===== src/sv/amu_pkg.sv =====
// amu_pkg: shared types and constants for the atomic 256-bit memory unit.
// No dependencies; imported by every amu module.
package amu_pkg;

  localparam int ENTRIES = 16;
  localparam int ADDR_W  = (ENTRIES > 1) ? $clog2(ENTRIES) : 1;
  localparam int WORD_W  = 256;
  localparam int SLICE_W = 64;
  localparam int IDX_W   = 4;

  localparam int Q_DEPTH = 2;
  localparam int Q_PTR_W = (Q_DEPTH > 1) ? $clog2(Q_DEPTH) : 1;
  localparam int Q_CNT_W = $clog2(Q_DEPTH + 1);

  typedef enum logic [1:0] {
    ACT_LOAD = 2'd0,
    ACT_ADD  = 2'd1,
    ACT_XCHG = 2'd2,
    ACT_CAS  = 2'd3
  } act_t;

  typedef enum logic [1:0] {
    ST_CLEAR,
    ST_IDLE,
    ST_EXEC
  } bk_st_t;

  typedef struct packed {
    act_t               act;
    logic               hit;
    logic [ADDR_W-1:0]  addr;
    logic [WORD_W-1:0]  operand;
    logic [WORD_W-1:0]  expv;
  } req_t;

  typedef struct packed {
    logic clearing;
  } bk_status_t;

endpackage


===== src/sv/amu_fifo.sv =====
// amu_fifo: short request queue between front and back.
// Depends on amu_pkg.
module amu_fifo (
  input  logic           clk,
  input  logic           rst_n,
  input  logic           push_valid,
  output logic           push_ready,
  input  amu_pkg::req_t  push_data,
  output logic           pop_valid,
  input  logic           pop_ready,
  output amu_pkg::req_t  pop_data
);
  import amu_pkg::*;

  req_t               q_mem_r [Q_DEPTH];
  logic [Q_PTR_W-1:0] wr_ptr_r, wr_ptr_nxt;
  logic [Q_PTR_W-1:0] rd_ptr_r, rd_ptr_nxt;
  logic [Q_CNT_W-1:0] cnt_r, cnt_nxt;
  logic               do_push, do_pop;

  assign push_ready = (cnt_r != Q_CNT_W'(Q_DEPTH));
  assign pop_valid  = (cnt_r != '0);
  assign do_push    = push_valid && push_ready;
  assign do_pop     = pop_valid && pop_ready;
  assign pop_data   = q_mem_r[rd_ptr_r];

  always_comb begin
    wr_ptr_nxt = wr_ptr_r;
    rd_ptr_nxt = rd_ptr_r;
    cnt_nxt    = cnt_r;
    if (do_push) begin
      wr_ptr_nxt = (32'(wr_ptr_r) == Q_DEPTH - 1) ? '0 : wr_ptr_r + 1'b1;
    end
    if (do_pop) begin
      rd_ptr_nxt = (32'(rd_ptr_r) == Q_DEPTH - 1) ? '0 : rd_ptr_r + 1'b1;
    end
    case ({do_push, do_pop})
      2'b10:   cnt_nxt = cnt_r + 1'b1;
      2'b01:   cnt_nxt = cnt_r - 1'b1;
      default: cnt_nxt = cnt_r;
    endcase
  end

  always_ff @(posedge clk) begin
    if (!rst_n) begin
      wr_ptr_r <= '0;
      rd_ptr_r <= '0;
      cnt_r    <= '0;
    end else begin
      wr_ptr_r <= wr_ptr_nxt;
      rd_ptr_r <= rd_ptr_nxt;
      cnt_r    <= cnt_nxt;
    end
  end

  always_ff @(posedge clk) begin
    if (do_push) begin
      q_mem_r[wr_ptr_r] <= push_data;
    end
  end

  ap_cnt_range: assert property (@(posedge clk) disable iff (!rst_n)
    32'(cnt_r) <= Q_DEPTH)
    else $error("queue count overflow");

endmodule


===== config.mk =====
export PLATFORM = sky130hd
export DESIGN_NAME = amu_fifo
export DESIGN_NICKNAME = d
export VERILOG_FILES = /design/src/sv/amu_pkg.sv /design/src/sv/amu_fifo.sv
export SDC_FILE = /design/constraint.sdc
export NUM_CORES = 1
export LEC_CHECK = 0
export CAP_MARGIN = 5
export CORE_AREA = 3 3 406 408
export CTS_CLUSTER_DIAMETER = 40
export CTS_CLUSTER_SIZE = 8
export DETAILED_ROUTE_END_ITERATION = 7
export DIE_AREA = 0 0 409 411
export DONT_BUFFER_PORTS = 1
export PLACE_DENSITY = 0.44
export SETUP_SLACK_MARGIN = 0.02
export SYNTH_ARGS = -nofsm -noshare
export SYNTH_HDL_FRONTEND = slang
export SYNTH_SLANG_ARGS = --single-unit
export TNS_END_PERCENT = 50

===== constraint.sdc =====
create_clock -name clk -period 25.1 [get_ports clk]
set_input_delay 5.02 -clock clk [delete_from_list [all_inputs] [get_ports clk]]
set_output_delay 5.02 -clock clk [all_outputs]
set_load 0.005 [all_outputs]

# --- After elaboration in Yosys (flattened, before gate mapping) ---
# Memory sizes are Yosys's and may differ from the RTL's. A register that Yosys moved wholly into a read port is not among the register bits.
# Index checks and enable logic that the tools add are counted.
# W data, S select, Z words.
totals:
  register_bits: 4
  mem_bits_rw: 1038
  input_bits: 523
  mem_count: 1
memory_table:
  columns: ["memory", "depth", "word_bits", "rd", "rd_clocked_by_memory_dff", "wr", "line", "rtl"]
  rows:
  - ["q_mem_r", 2, 519, 1, 1, 1, "amu_fifo.sv:15", "req_t q_mem_r [Q_DEPTH];"]
classes:
  add_sub_neg: 4
  eq_ne: 3
  n_mux: 7
  n_reduce_logical: 4
op_table:
  columns: ["operator", "n"]
  rows:
  - ["$mux W1", 6]
  - ["$pmux W2 S2", 1]
  - ["$reduce_bool A2 Y1", 2]
  - ["$add A1 B1 Y1 const B", 2]
  - ["$add A2 B1 Y2 const B", 1]
  - ["$eq A2 B1 Y1 const B", 1]
  - ["$eq A2 B2 Y1 const B", 1]
  - ["$logic_and A1 B1 Y1", 2]
  - ["$ne A2 B2 Y1 const B", 1]
  - ["$sub A2 B1 Y2 const B", 1]

# --- Logic depth before layout (Yosys ltp) ---
depth:
  word_depth: 4
  mapped_depth: 6

# --- Worst setup path before layout ---
# No wires, ideal clock.
synth_path:
  path_kind: "input port to flip-flop"
  from: "input port push_valid"
  to: "memory q_mem_r[1][0] (netlist name) (enable)"
  setup_time_ns: 0.955
  arrival_time_ns: 16.827
  required_time_ns: 24.145
  setup_slack_ns: 7.318
  stages: 1
  path_cell_list: "and3_1"
synth_via:
  elab_chain_cells: 3
synth_rtl:
  columns: ["item", "line", "rtl"]
  rows:
  - ["from (decl)", "amu_fifo.sv:6", "input logic push_valid,"]
  - ["$logic_and A1 B1 Y1", "amu_fifo.sv:23", "assign do_push = push_valid && push_ready;"]
  - ["$mux W1", "amu_fifo.sv:57", "if (do_push) begin"]
  - ["$mux W1 (implied by the code)", "amu_fifo.sv:58", "q_mem_r[wr_ptr_r] <= push_data;"]
  - ["to (decl)", "amu_fifo.sv:15", null]
# Every way passes these cells.

==> results.yml <==
clocking:
  clk_latency_ns: 0.79
  cts_tree: "yes"
  cts.htree.levels: 4
  numCtsBuffers: 176
  ctsHoldBuffers: 0
  path_clk_slew_ns: 0.05
  cts_max_path_buffers: 3
  cts_setup_buffers: 0
  clock-root-buffer: "clkbuf_16"
  cts_resized: 0
  clock-sinks: 1043
logic_synthesis:
  synth_commonest_cells: "edfxtp_1, mux2_2, buf_6"
  synthTopCellsByArea: "edfxtp_1, mux2_2, buf_6, dfxtp_1, xnor2_1"
  ys_seq_area_share_pct: 82.50
  syn_area_sq_um: 37900
  yosysMostFrequentCell: "edfxtp_1"
  synth_nets: 2163
  synth_warnings: 0
  postSynthCellCount: 1639
  ys_async_sr_fraction_pct: 0
  ys_dominant_reg_cell: "edfxtp_1"
  synth_edf_count: 1038
  ys_ff_latch: 1043
  synth_area_per_cell_sq_um: 23.13
  yosys.area.top_type_share_pct: 82.24
  synth_top_cell_by_area: "edfxtp_1"
  synth.distinct_cells: 20
worst_setup_path:
  r2r-end: "q_mem_r[0][207]"
  reg2reg_depth: 6
  cp-start-kind: "flip-flop"
  rr_startpoint: "cnt_r[0]"
  rrSetupSlack_ns: 20.52
  path_max_fanout: 99
  critPathKind: "flip-flop to output pin"
  worstPathArrival_ns: 4.20
  cp.required_ns: 20.08
  cp-end-kind: "output pin"
place:
  port-buffer-count: 0
  dpl-instance-area_sq_um: 40150
  place_inst: 3774
  gp_congestion: 0.8655
  hpwl_microns: 78380
power:
  power.density_nw_per_um2: 116.8
  irDropWorstVdd_v: 0.00009461
  p_leak_nw: 14.40
final_layout:
  layout-drive-gt1-share_pct: 41.24
  layoutNonFillerInstCount: 4060
  layout.nets: 2301
  final_design_area_no_fill_sq_um: 45610
  syn2layout_area_growth_pct: 20.32
  postLayoutCoreUtil_pct: 28.15
route:
  num_vias: 16197
  drc: 0
  detail_route.wl_per_cell_microns: 26.27
  viasPerCell: 3.989
  first_pass_iters: 5
  drtIter0Drc: 990
  drt_wl_total_microns: 106700
  ant_nets: 0
timing:
  tightestPinTransition_ns: 1.230
  finalCriticalPeriod_ns: 9.215
  finalHoldViolCount: 0
  grt_setup_unrepaired: "no"
  period_share_pct: 36.71
  slew_violations: 0
  setup_tns_ns: 0
  setup_violations: 0
  maxSlewHeadroom_pct: 18.02
  fmaxAchievable_ghz: 0.1085
  skew_ns: 0.02966
die:
  start_util_pct: 23.39
  row_count: 148
  die-area_sq_um: 168100
  ios: 1044
  fp.dieW_microns: 409
  core_area_sq_um: 162000
  die_h_microns: 411
grt:
  antenna_found_initial: 25
  grt.total_usage_pct: 12.11
  grt_pass1_vias: 17196
  grt_pass1_wl_microns: 141300
  overflow: 0
  grt_max_degree: 157
hold_path:
  hold_class: "flip-flop to flip-flop"
  min_from: "cnt_r[1]"
  hold_depth: 2
  holdPathEnd: "cnt_r[1]"
run_status:
  status: "finished clean"
run:
  maxCapViolCount: 0
## kinds of logic after synthesis
kind of cell | count (synthesis) | synth area share, %
XOR/XNOR | 3 | 0.06934
AO/OA/AOI/OAI | 5 | 0.09904
flip-flops | 1043 | 82.50
buffers and inverters | 59 | 1.733
multiplexers | 519 | 15.42
AND/OR/NAND/NOR | 9 | 0.1453
adder cells (fa/ha/maj) | 1 | 0.03301
## layout make-up
| cell class | instances | area, sq um |
|---|---|---|
| fillers | 15791 | 116400 |
| flip-flops and latches | 1043 | 31270 |
| multi-input cells | 537 | 5981 |
| clock buffers | 208 | 4588 |
| well taps | 2175 | 2721 |
| clock inverters | 65 | 838.3 |
| repair buffers | 18 | 160.2 |
| diodes | 13 | 32.53 |
| inverters | 1 | 11.26 |
## how the worst max path moves through the flow
stage                      endpoint  slack [ns]
detailed placement  q_mem_r[0][381]       16.20
finish                 pop_data[50]       15.88
floorplan             q_mem_r[1][0]        7.32
CTS                     pop_data[2]       15.62
global route           pop_data[48]       15.47
global placement    q_mem_r[0][324]       16.32
## registers in the layout, summed over array words and instances, names as in the netlist, named ones only
register,cells
q_mem_r,1038
cnt_r,2
rd_ptr_r,1
wr_ptr_r,1
## stage by stage
stage          worst slack, ns  hold WS, ns  total power (W)
3_5_place_dp             16.20       0.5123         0.003200
4_1_cts                  15.62       0.5300         0.005432
3_3_place_gp             16.32       0.4976         0.003179
6_report                 15.88       0.5228         0.005327
2_1_floorplan            7.318       0.4787         0.003085
5_1_grt                  15.47       0.5550         0.005566
## worst max-delay path: stages, from the launching register on
cell and delay [ns]:
dfxtp_4 0.93, buf_4 0.77, buf_4 0.97, mux2_2 0.46
## cells in the final DEF (no fill, tap or decap), types with 2 or more instances in the layout
cell,Yosys,routed
buf_12,0,2
buf_4,0,16
bufinv_16,0,11
clkbuf_1,0,29
clkbuf_16,0,179
clkinv_1,0,14
clkinv_16,0,5
clkinv_2,0,11
clkinv_4,0,11
clkinv_8,0,2
clkinvlp_4,0,7
dfxtp_1,5,4
diode_2,0,13
edfxtp_1,1038,1038
inv_16,0,3
mux2_2,519,519
nor2b_1,2,2
xnor2_1,3,3
## where the power goes
part	switching [W]	leakage [nW]	internal, W
combinational	0.000524	2.04	0.000334
sequential	0.0000725	9.75	0.00221
clock	0.000789	2.61	0.00140
total	0.00139	14.4	0.00394
## routing by layer
metal	routed length [microns]	vias up	GRT usage, %
met5	17	-	0
met4	2610	2	4.094
met3	14640	169	8.043
met2	53910	873	20.71
met1	35490	8277	11.65
li1	-	6876	-
Power figures use the tool's default switching activity.
