`src/sv/amu_pkg.sv`:
```
// amu_pkg: shared types and constants for the atomic 256-bit memory unit.
// No dependencies; imported by every amu module.
package amu_pkg;

  localparam int ENTRIES = 16;
  localparam int ADDR_W  = (ENTRIES > 1) ? $clog2(ENTRIES) : 1;
  localparam int WORD_W  = 256;
  localparam int SLICE_W = 64;
  localparam int IDX_W   = 4;

  localparam int Q_DEPTH = 2;
  localparam int Q_PTR_W = (Q_DEPTH > 1) ? $clog2(Q_DEPTH) : 1;
  localparam int Q_CNT_W = $clog2(Q_DEPTH + 1);

  typedef enum logic [1:0] {
    ACT_LOAD = 2'd0,
    ACT_ADD  = 2'd1,
    ACT_XCHG = 2'd2,
    ACT_CAS  = 2'd3
  } act_t;

  typedef enum logic [1:0] {
    ST_CLEAR,
    ST_IDLE,
    ST_EXEC
  } bk_st_t;

  typedef struct packed {
    act_t               act;
    logic               hit;
    logic [ADDR_W-1:0]  addr;
    logic [WORD_W-1:0]  operand;
    logic [WORD_W-1:0]  expv;
  } req_t;

  typedef struct packed {
    logic clearing;
  } bk_status_t;

endpackage

```
`src/sv/amu_back.sv`:
```
// amu_back: entry table, clear sweep, atomic execute and result register.
// Depends on amu_pkg.
module amu_back (
  input  logic                   clk,
  input  logic                   rst_n,
  input  logic                   q_valid,
  output logic                   q_pop,
  input  amu_pkg::req_t          q_item,
  output amu_pkg::bk_status_t    bk_status,
  output logic                   out_valid,
  input  logic                   out_ready,
  output logic [255:0]           out_prior,
  output logic                   out_swap
);
  import amu_pkg::*;

  logic [WORD_W-1:0]  mem [ENTRIES];
  logic [WORD_W-1:0]  rd_r;
  req_t               cur_r;

  bk_st_t             state_r, state_nxt;
  logic [ADDR_W-1:0]  clr_cnt_r, clr_cnt_nxt;
  logic               out_valid_r, out_valid_nxt;
  logic [WORD_W-1:0]  out_prior_r, out_prior_nxt;
  logic               out_swap_r, out_swap_nxt;

  logic               mem_we;
  logic [ADDR_W-1:0]  mem_wa;
  logic [WORD_W-1:0]  mem_wd;
  logic [WORD_W-1:0]  prior;
  logic [WORD_W-1:0]  sum;
  logic               match;
  logic               slot_free;

  assign prior     = cur_r.hit ? rd_r : '0;
  assign sum       = prior + cur_r.operand;
  assign match     = (prior == cur_r.expv);
  assign slot_free = !out_valid_r || out_ready;

  always_comb begin
    state_nxt     = state_r;
    clr_cnt_nxt   = clr_cnt_r;
    out_valid_nxt = out_valid_r && !out_ready;
    out_prior_nxt = out_prior_r;
    out_swap_nxt  = out_swap_r;
    q_pop         = 1'b0;
    mem_we        = 1'b0;
    mem_wa        = cur_r.addr;
    mem_wd        = cur_r.operand;
    case (state_r)
      ST_CLEAR: begin
        mem_we = 1'b1;
        mem_wa = clr_cnt_r;
        mem_wd = '0;
        if (32'(clr_cnt_r) == ENTRIES - 1) begin
          state_nxt = ST_IDLE;
        end else begin
          clr_cnt_nxt = clr_cnt_r + 1'b1;
        end
      end
      ST_IDLE: begin
        if (q_valid) begin
          q_pop     = 1'b1;
          state_nxt = ST_EXEC;
        end
      end
      ST_EXEC: begin
        if (slot_free) begin
          case (cur_r.act)
            ACT_ADD: begin
              mem_we = cur_r.hit;
              mem_wd = sum;
            end
            ACT_XCHG: mem_we = cur_r.hit;
            ACT_CAS:  mem_we = cur_r.hit && match;
            default:  mem_we = 1'b0;
          endcase
          out_valid_nxt = 1'b1;
          out_prior_nxt = prior;
          out_swap_nxt  = cur_r.hit && match && (cur_r.act == ACT_CAS);
          state_nxt     = ST_IDLE;
        end
      end
      default: state_nxt = ST_IDLE;
    endcase
  end

  always_ff @(posedge clk) begin
    if (!rst_n) begin
      state_r     <= ST_CLEAR;
      clr_cnt_r   <= '0;
      out_valid_r <= 1'b0;
    end else begin
      state_r     <= state_nxt;
      clr_cnt_r   <= clr_cnt_nxt;
      out_valid_r <= out_valid_nxt;
    end
  end

  always_ff @(posedge clk) begin
    out_prior_r <= out_prior_nxt;
    out_swap_r  <= out_swap_nxt;
    if (q_pop) begin
      cur_r <= q_item;
      rd_r  <= mem[q_item.addr];
    end
    if (mem_we) begin
      mem[mem_wa] <= mem_wd;
    end
  end

  assign bk_status.clearing = (state_r == ST_CLEAR);
  assign out_valid          = out_valid_r;
  assign out_prior          = out_prior_r;
  assign out_swap           = out_swap_r;

  ap_miss_no_write: assert property (@(posedge clk) disable iff (!rst_n)
    (state_r == ST_EXEC && !cur_r.hit) |-> !mem_we)
    else $error("table written for out-of-range index");

  ap_result_from_exec: assert property (@(posedge clk) disable iff (!rst_n)
    $rose(out_valid_r) |-> $past(state_r == ST_EXEC))
    else $error("result raised outside execute");

  ap_swap_only_cas: assert property (@(posedge clk) disable iff (!rst_n)
    (state_r == ST_EXEC && slot_free && cur_r.act != ACT_CAS) |=> !out_swap_r)
    else $error("swap flag set for non-CAS action");

  ap_held_result: assert property (@(posedge clk) disable iff (!rst_n)
    (out_valid_r && !out_ready) |=> (out_valid_r && $stable(out_prior_r)))
    else $error("stalled result lost");

endmodule

```
`config.mk`:
```
export PLATFORM = sky130hd
export DESIGN_NAME = amu_back
export DESIGN_NICKNAME = d
export VERILOG_FILES = /design/src/sv/amu_pkg.sv /design/src/sv/amu_back.sv
export SDC_FILE = /design/constraint.sdc
export NUM_CORES = 2
export LEC_CHECK = 0
export BUFFER_PORTS_ARGS = -buffer_cell sky130_fd_sc_hd__clkbuf_2
export CAP_MARGIN = 40
export CORE_MARGIN = 4
export CORE_UTILIZATION = 40
export CTS_CLUSTER_SIZE = 25
export DETAILED_ROUTE_END_ITERATION = 8
export PLACE_DENSITY_LB_ADDON = 0.12
export SETUP_SLACK_MARGIN = 0.4
export SLEW_MARGIN = 5
export SYNTH_ARGS = -nofsm -noshare
export SYNTH_HDL_FRONTEND = slang
export SYNTH_SLANG_ARGS = --single-unit
export TNS_END_PERCENT = 10
```
`constraint.sdc`:
```
create_clock -name clk -period 32.5 [get_ports clk]
set_input_delay 0 -clock clk [delete_from_list [all_inputs] [get_ports clk]]
set_output_delay 0 -clock clk [all_outputs]
set_load 0.005 [all_outputs]
```
* After elaboration in Yosys (flattened, before gate mapping) *
Memories as Yosys holds them, arrays and structs flattened. A register that Yosys moved wholly into a read port is not among the register bits.
Index checks and enable logic that the tools add are counted.

storage, ports and cells
  register bits after elaboration = 783
  bits in writable memories = 4096
  input port bits = 523
  output and inout bits = 260
  word-level logic and storage cells = 53
  memories = 1

cells by class
  $add $sub $neg = 2
  eq/ne operators = 10
  multiplexer cells = 18
  bitwise gates (word level) = 1
  reductions and logical operators = 11

memory list
  memory  words  width  rd ports  clocked after memory_dff  write ports  line            text
  mem     16     256    1         1                         1            amu_back.sv:17  logic [WORD_W-1:0] mem [ENTRIES];

operators with widths
  kind                                            count
  2-to-1 mux 256 bit                              3
  case mux 256 bit (2 select lines)               1
  adder 256 bit                                   1
  == test 256 bit                                 1
  2-to-1 mux 1 bit                                7
  == test 2 bit (second input constant)           3
  2-to-1 mux 2 bit                                3
  case mux 2 bit (3 select lines)                 1
  adder 4 x 1 -> 4 bit (second input constant)    1
  == test 2 x 1 -> 1 bit (second input constant)  2
  == test 4 bit (second input constant)           1
  2-to-1 mux 4 bit                                1
  != test 2 bit (second input constant)           2
  case mux 1 bit (2 select lines)                 2
  AND reduction 2 bit                             2
  logical AND 1 bit                               3
  AND reduction 3 bit                             1
  logical NOT 1 bit                               2
  logical NOT 2 bit                               1
  != test 2 x 1 -> 1 bit (second input constant)  1
  OR reduction 2 bit                              1
  logical OR 1 bit                                1
  inverter 1 bit                                  1

* Logic depth before layout (Yosys ltp) *
  depth in word-level cells = 8
  depth in mapped cells = 22
  gate-level depth less buffers = 16

* Least setup slack after synthesis *
OpenSTA, ideal clock, no wires.

  kind = register to register
  start = register state_r[0]
  end = register state_r[0]
  setup time = 156 ps
  arrival = 34934 ps
  required time = 32344 ps
  setup slack = -2590 ps
  cell stages (with the launch flop) = 5
  buffers on the path = 0
  period minus slack after synthesis = 35090 ps
  cells stage by stage = dfxtp_1 > nand2_1 > nor2_1 > nor2_1 > and3b_1

on the way
  cells in the longest elaborated chain, start to end = 3
  elaborated cells on any way between the ends = 8
  those cells by class = eq/ne: 5; mux: 1; reduce/logical: 2

RTL lines
  item                                                                      line            text
  start: declaration                                                        amu_back.sv:21  bk_st_t state_r, state_nxt;
  start signal: assignment                                                  amu_back.sv:94  state_r <= state_nxt;
  == test 2 bit (tied with other cells)                                     amu_back.sv:50  case (state_r)
  != test 2 bit (no line) / != test 2 x 1 -> 1 bit (equally long branches)  --
  AND reduction 3 bit (no line)                                             --

Several ways; a longest one is shown, not always the timed one.
A chain may end at the register's enable or synchronous reset.

* Worst setup path after layout *
  start = register cur_r[516] in the netlist's numbering
  end = memory mem[1][70] (enable)

on the way
  cells in the longest elaborated chain, start to end = 8

RTL lines
  item                                        line             text
  start: declaration                          amu_back.sv:19   req_t cur_r;
  start signal: assignment                    amu_back.sv:104  cur_r <= q_item;
  2-to-1 mux 256 bit                          amu_back.sv:35   assign prior = cur_r.hit ? rd_r : '0;
  == test 256 bit                             amu_back.sv:37   assign match = (prior == cur_r.expv);
  logical AND 1 bit                           amu_back.sv:75   ACT_CAS: mem_we = cur_r.hit && match;
  case mux 1 bit (2 select lines) (*)         amu_back.sv:69   case (cur_r.act)
  2-to-1 mux 1 bit (*)                        amu_back.sv:68   if (slot_free) begin
  case mux 1 bit (2 select lines) (*)         amu_back.sv:50
  2-to-1 mux 1 bit (*)                        amu_back.sv:107  if (mem_we) begin
  2-to-1 mux 1 bit (implied by the code) (*)  amu_back.sv:108  mem[mem_wa] <= mem_wd;
  end: declaration                            amu_back.sv:17

Mark *: on every way between the ends. The rest lies on a longest branch, timed or not.

==> impl_metrics.json <==
{
  "tightest_slew_ns": 1.44,
  "yosysTopAreaCell": "edfxtp_1",
  "status": "completed",
  "yosys-top-cells-count": "5128 x edfxtp_1, 1265 x mux4_2, 686 x nand2_1",
  "slew_viol_final": 0,
  "final_antenna_net_count": 0,
  "cpMostUsedCell": "buf_4",
  "wl_per_cell_um": 41.0,
  "worstPathArrival_ns": 9.84,
  "grt_overflow": 0,
  "crit_type": "register to register",
  "slowest_stage": "buf_4",
  "yosys_warnings": 0,
  "die_area_mm2": 0.545,
  "p_int_mw": 11.3,
  "core_mm2": 0.530,
  "cap_violations": 0,
  "p_clk_share_pct": 44.3,
  "rsz0062_at_grt": "false",
  "grt.busiest_layer": "met2",
  "ys.flop_type": "edfxtp_1",
  "via_count": 134000,
  "slew_headroom_pct": 3.86,
  "cellPowerDensity_mw_per_mm2": 55.7,
  "die_x_um": 738,
  "syn_inst": 11700,
  "finalPower_mw": 14.5,
  "first_iter_violations": 18400,
  "cp_num_cells": 19,
  "cts_made_buffers": 567,
  "r2r_slack_ns": 23.33,
  "grtUsageMet3_pct": 7.45,
  "synth_top_area_share_pct": 72.2,
  "hold_slack_ns": 0.131,
  "ys_async_sr_fraction_pct": 0,
  "hold_path.startpoint": "q_valid",
  "crit_buf_inv": 8,
  "dp_hpwl_um": 635000,
  "synth_edf_count": 5128,
  "setup_viol": 0,
  "areaGrowthSynthToFinish_pct": 21.6,
  "wl_um": 888000,
  "grt_antenna_before_repair": 149,
  "critPathMaxFanout": 111,
  "root_buffer": "clkbuf_16",
  "postLayoutCoreUtil_pct": 48.9,
  "reg2regPathDepth": 19,
  "layout.cells.non_filler": 21600,
  "syn_nets": 12500,
  "cts_buffer_depth": 4,
  "vias_per_cell": 6.19,
  "hold_path.class": "input pin to register",
  "row_count": 267,
  "post-route-period-util_pct": 28.2,
  "clkSinkCount": 5135,
  "hold_end": "rd_r[12]$_DFFE_PP_",
  "first_pass_iters": 6,
  "power.switching_mw": 3.17,
  "critical_path.endpoint_type": "register",
  "yosysSeqAreaShare_pct": 72.2,
  "drc": 0,
  "pre_cts_ws_ns": 23.39,
  "p_comb_share_pct": 4.9,
  "clkTransAtPathRegs_ns": 0.06,
  "syn_area_mm2": 0.213,
  "met2_usage_pct": 47.0,
  "initial_utilization_pct": 40.2,
  "ys_ff_latch": 5135,
  "seqPwrFrac_pct": 50.9,
  "hold-path-cell-count": 5,
  "die_h_um": 738,
  "fmax_mhz": 109,
  "ioPinCount": 783,
  "critPathMaxStageDelay_ns": 0.69,
  "drive_gt1_share_pct": 24.2,
  "gp_congestion": 1.01,
  "grt_pass1_vias": 129000,
  "fin_skew_ns": 0.0783,
  "grtUsageTotal_pct": 32.0,
  "fin_area_mm2": 0.259,
  "critical_path.cell_chain": "buf_4, buf_12, buf_4, nand2_1, a2111oi_0, nand4_1, or4b_1, nor4_1, nand4_1, nor4_2, a21oi_1, o31ai_2, o21ai_1, nor2_4, buf_4, buf_4, buf_16, buf_4, buf_4",
  "hold_viol": 0,
  "swShare_pct": 21.9,
  "fin_nets": 14900,
  "avgSynthCellArea_um2": 18.2,
  "grt_pass1_wl_um": 1170000,
  "worst_slack_ns": 23.33,
  "grt_util_met1_pct": 45.4,
  "timing.rr.end": "mem[1][70]$_DFFE_PP_",
  "ir_drop_v": 0.0000610,
  "synthTopCellsByArea": "edfxtp_1 72%, mux4_2 13%, ha_1 1.5%",
  "critPathTopFamily": "buffers and inverters",
  "worst_r2r_startpoint": "cur_r[516]$_DFFE_PP_",
  "clk_latency_ns": 1.11,
  "yosysMostFrequentCell": "edfxtp_1",
  "dp_cells": 19500,
  "ys_types": 100,
  "grt_max_degree": 155,
  "cts_resized": 0,
  "critPathLaunchType": "register",
  "placed_area_mm2": 0.230,
  "cts_tree": "built",
  "total_leakage_power_nw": 88.5,
  "fin_tns_setup_ns": 0,
  "cp.required_ns": 33.17,
  "period_minus_slack_ns": 9.17,
  "cts_max_level": 6,
  "numPortBuffers": 782
}
## registers in the layout (all words and copies together) (netlist names)
register   flops
clr_cnt_r      4
cur_r        519
mem         4096
out_prior    256
out_swap       1
out_valid      1
rd_r         256
state_r        2
## kinds of logic (layout without fill, tap and decap cells)
family,Yosys count,in the layout,synth area share (%)
AOI/OAI and AO/OA,1952,1952,5.59
other,0,67,0
and+or+nand+nor,2000,2000,4.54
adders and majority gates,260,260,1.53
DFF,5135,5135,72.2
xor gates and xnor gates,307,307,1.26
muxes,1287,1287,13.5
buffers and inverters,765,3647,1.37
## final cells by class
class                      count  area, um^2
multi-input combinational   5806       56600
antenna                       67         168
inverter                     224         851
clock inverter               330        3720
fill                       43900      271000
timing repair buffer        2409       20500
sequential                  5135      154000
clock buffer                 684       14700
tap                         6994        8750
## timing repair
action / 4_1_cts / 5_1_grt
buffers inserted: 0 / 0
hold buffers: 1044 / 0
hold endpoints to repair: 750 / 0
## per-layer routing
layer / vias up / share of wire, %
met5: - / 0.024
met4: 32 / 5.4
met3: 1348 / 10
met2: 7765 / 44
met1: 71900 / 41
li1: 52900 / -
## how the worst max path moves through the flow
stage | start | to | slack (ns)
floorplan | state_r[1]$_SDFFE_PN0P_ | state_r[0]$_SDFFE_PN0P_ | 10.88
global placement | cur_r[516]$_DFFE_PP_ | mem[1][121]$_DFFE_PP_ | 22.93
detailed placement | cur_r[516]$_DFFE_PP_ | mem[1][116]$_DFFE_PP_ | 23.39
CTS | cur_r[516]$_DFFE_PP_ | mem[1][70]$_DFFE_PP_ | 23.36
global route | cur_r[516]$_DFFE_PP_ | mem[1][70]$_DFFE_PP_ | 23.09
finish | cur_r[516]$_DFFE_PP_ | mem[1][70]$_DFFE_PP_ | 23.33
## power groups by stage
stage	sequential [mW]	combinational, mW	clock, mW
floorplan	7.54	0.327	0
detailed placement	7.50	0.602	0
global route	7.36	0.728	6.79
finish	7.36	0.703	6.40
global placement	7.49	0.587	0
CTS	7.36	0.705	6.50
## cells in the final DEF, fill, tap and decap left out, types with 114 or more instances in the layout
| cell | n |
|---|---|
| nand2_1 | 684 |
| a21oi_1 | 549 |
| nor2_1 | 437 |
| edfxtp_1 | 5128 |
| o21ai_0 | 510 |
| xor2_1 | 130 |
| clkbuf_1 | 114 |
| buf_4 | 444 |
| clkbuf_2 | 778 |
| and2_1 | 216 |
| inv_1 | 222 |
| ha_1 | 259 |
| clkbuf_16 | 570 |
| mux4_2 | 1265 |
| dlygate4sd3_1 | 1044 |
| nand4_1 | 174 |
| o21ai_1 | 116 |
| xnor2_1 | 177 |
## worst min-delay path: stages
cell and delay (ns):
dlygate4sd3_1 0.53, clkbuf_2 0.11, nand2_1 0.10, nor2_4 0.05, buf_12 0.18
Power figures use the tool's default switching activity.
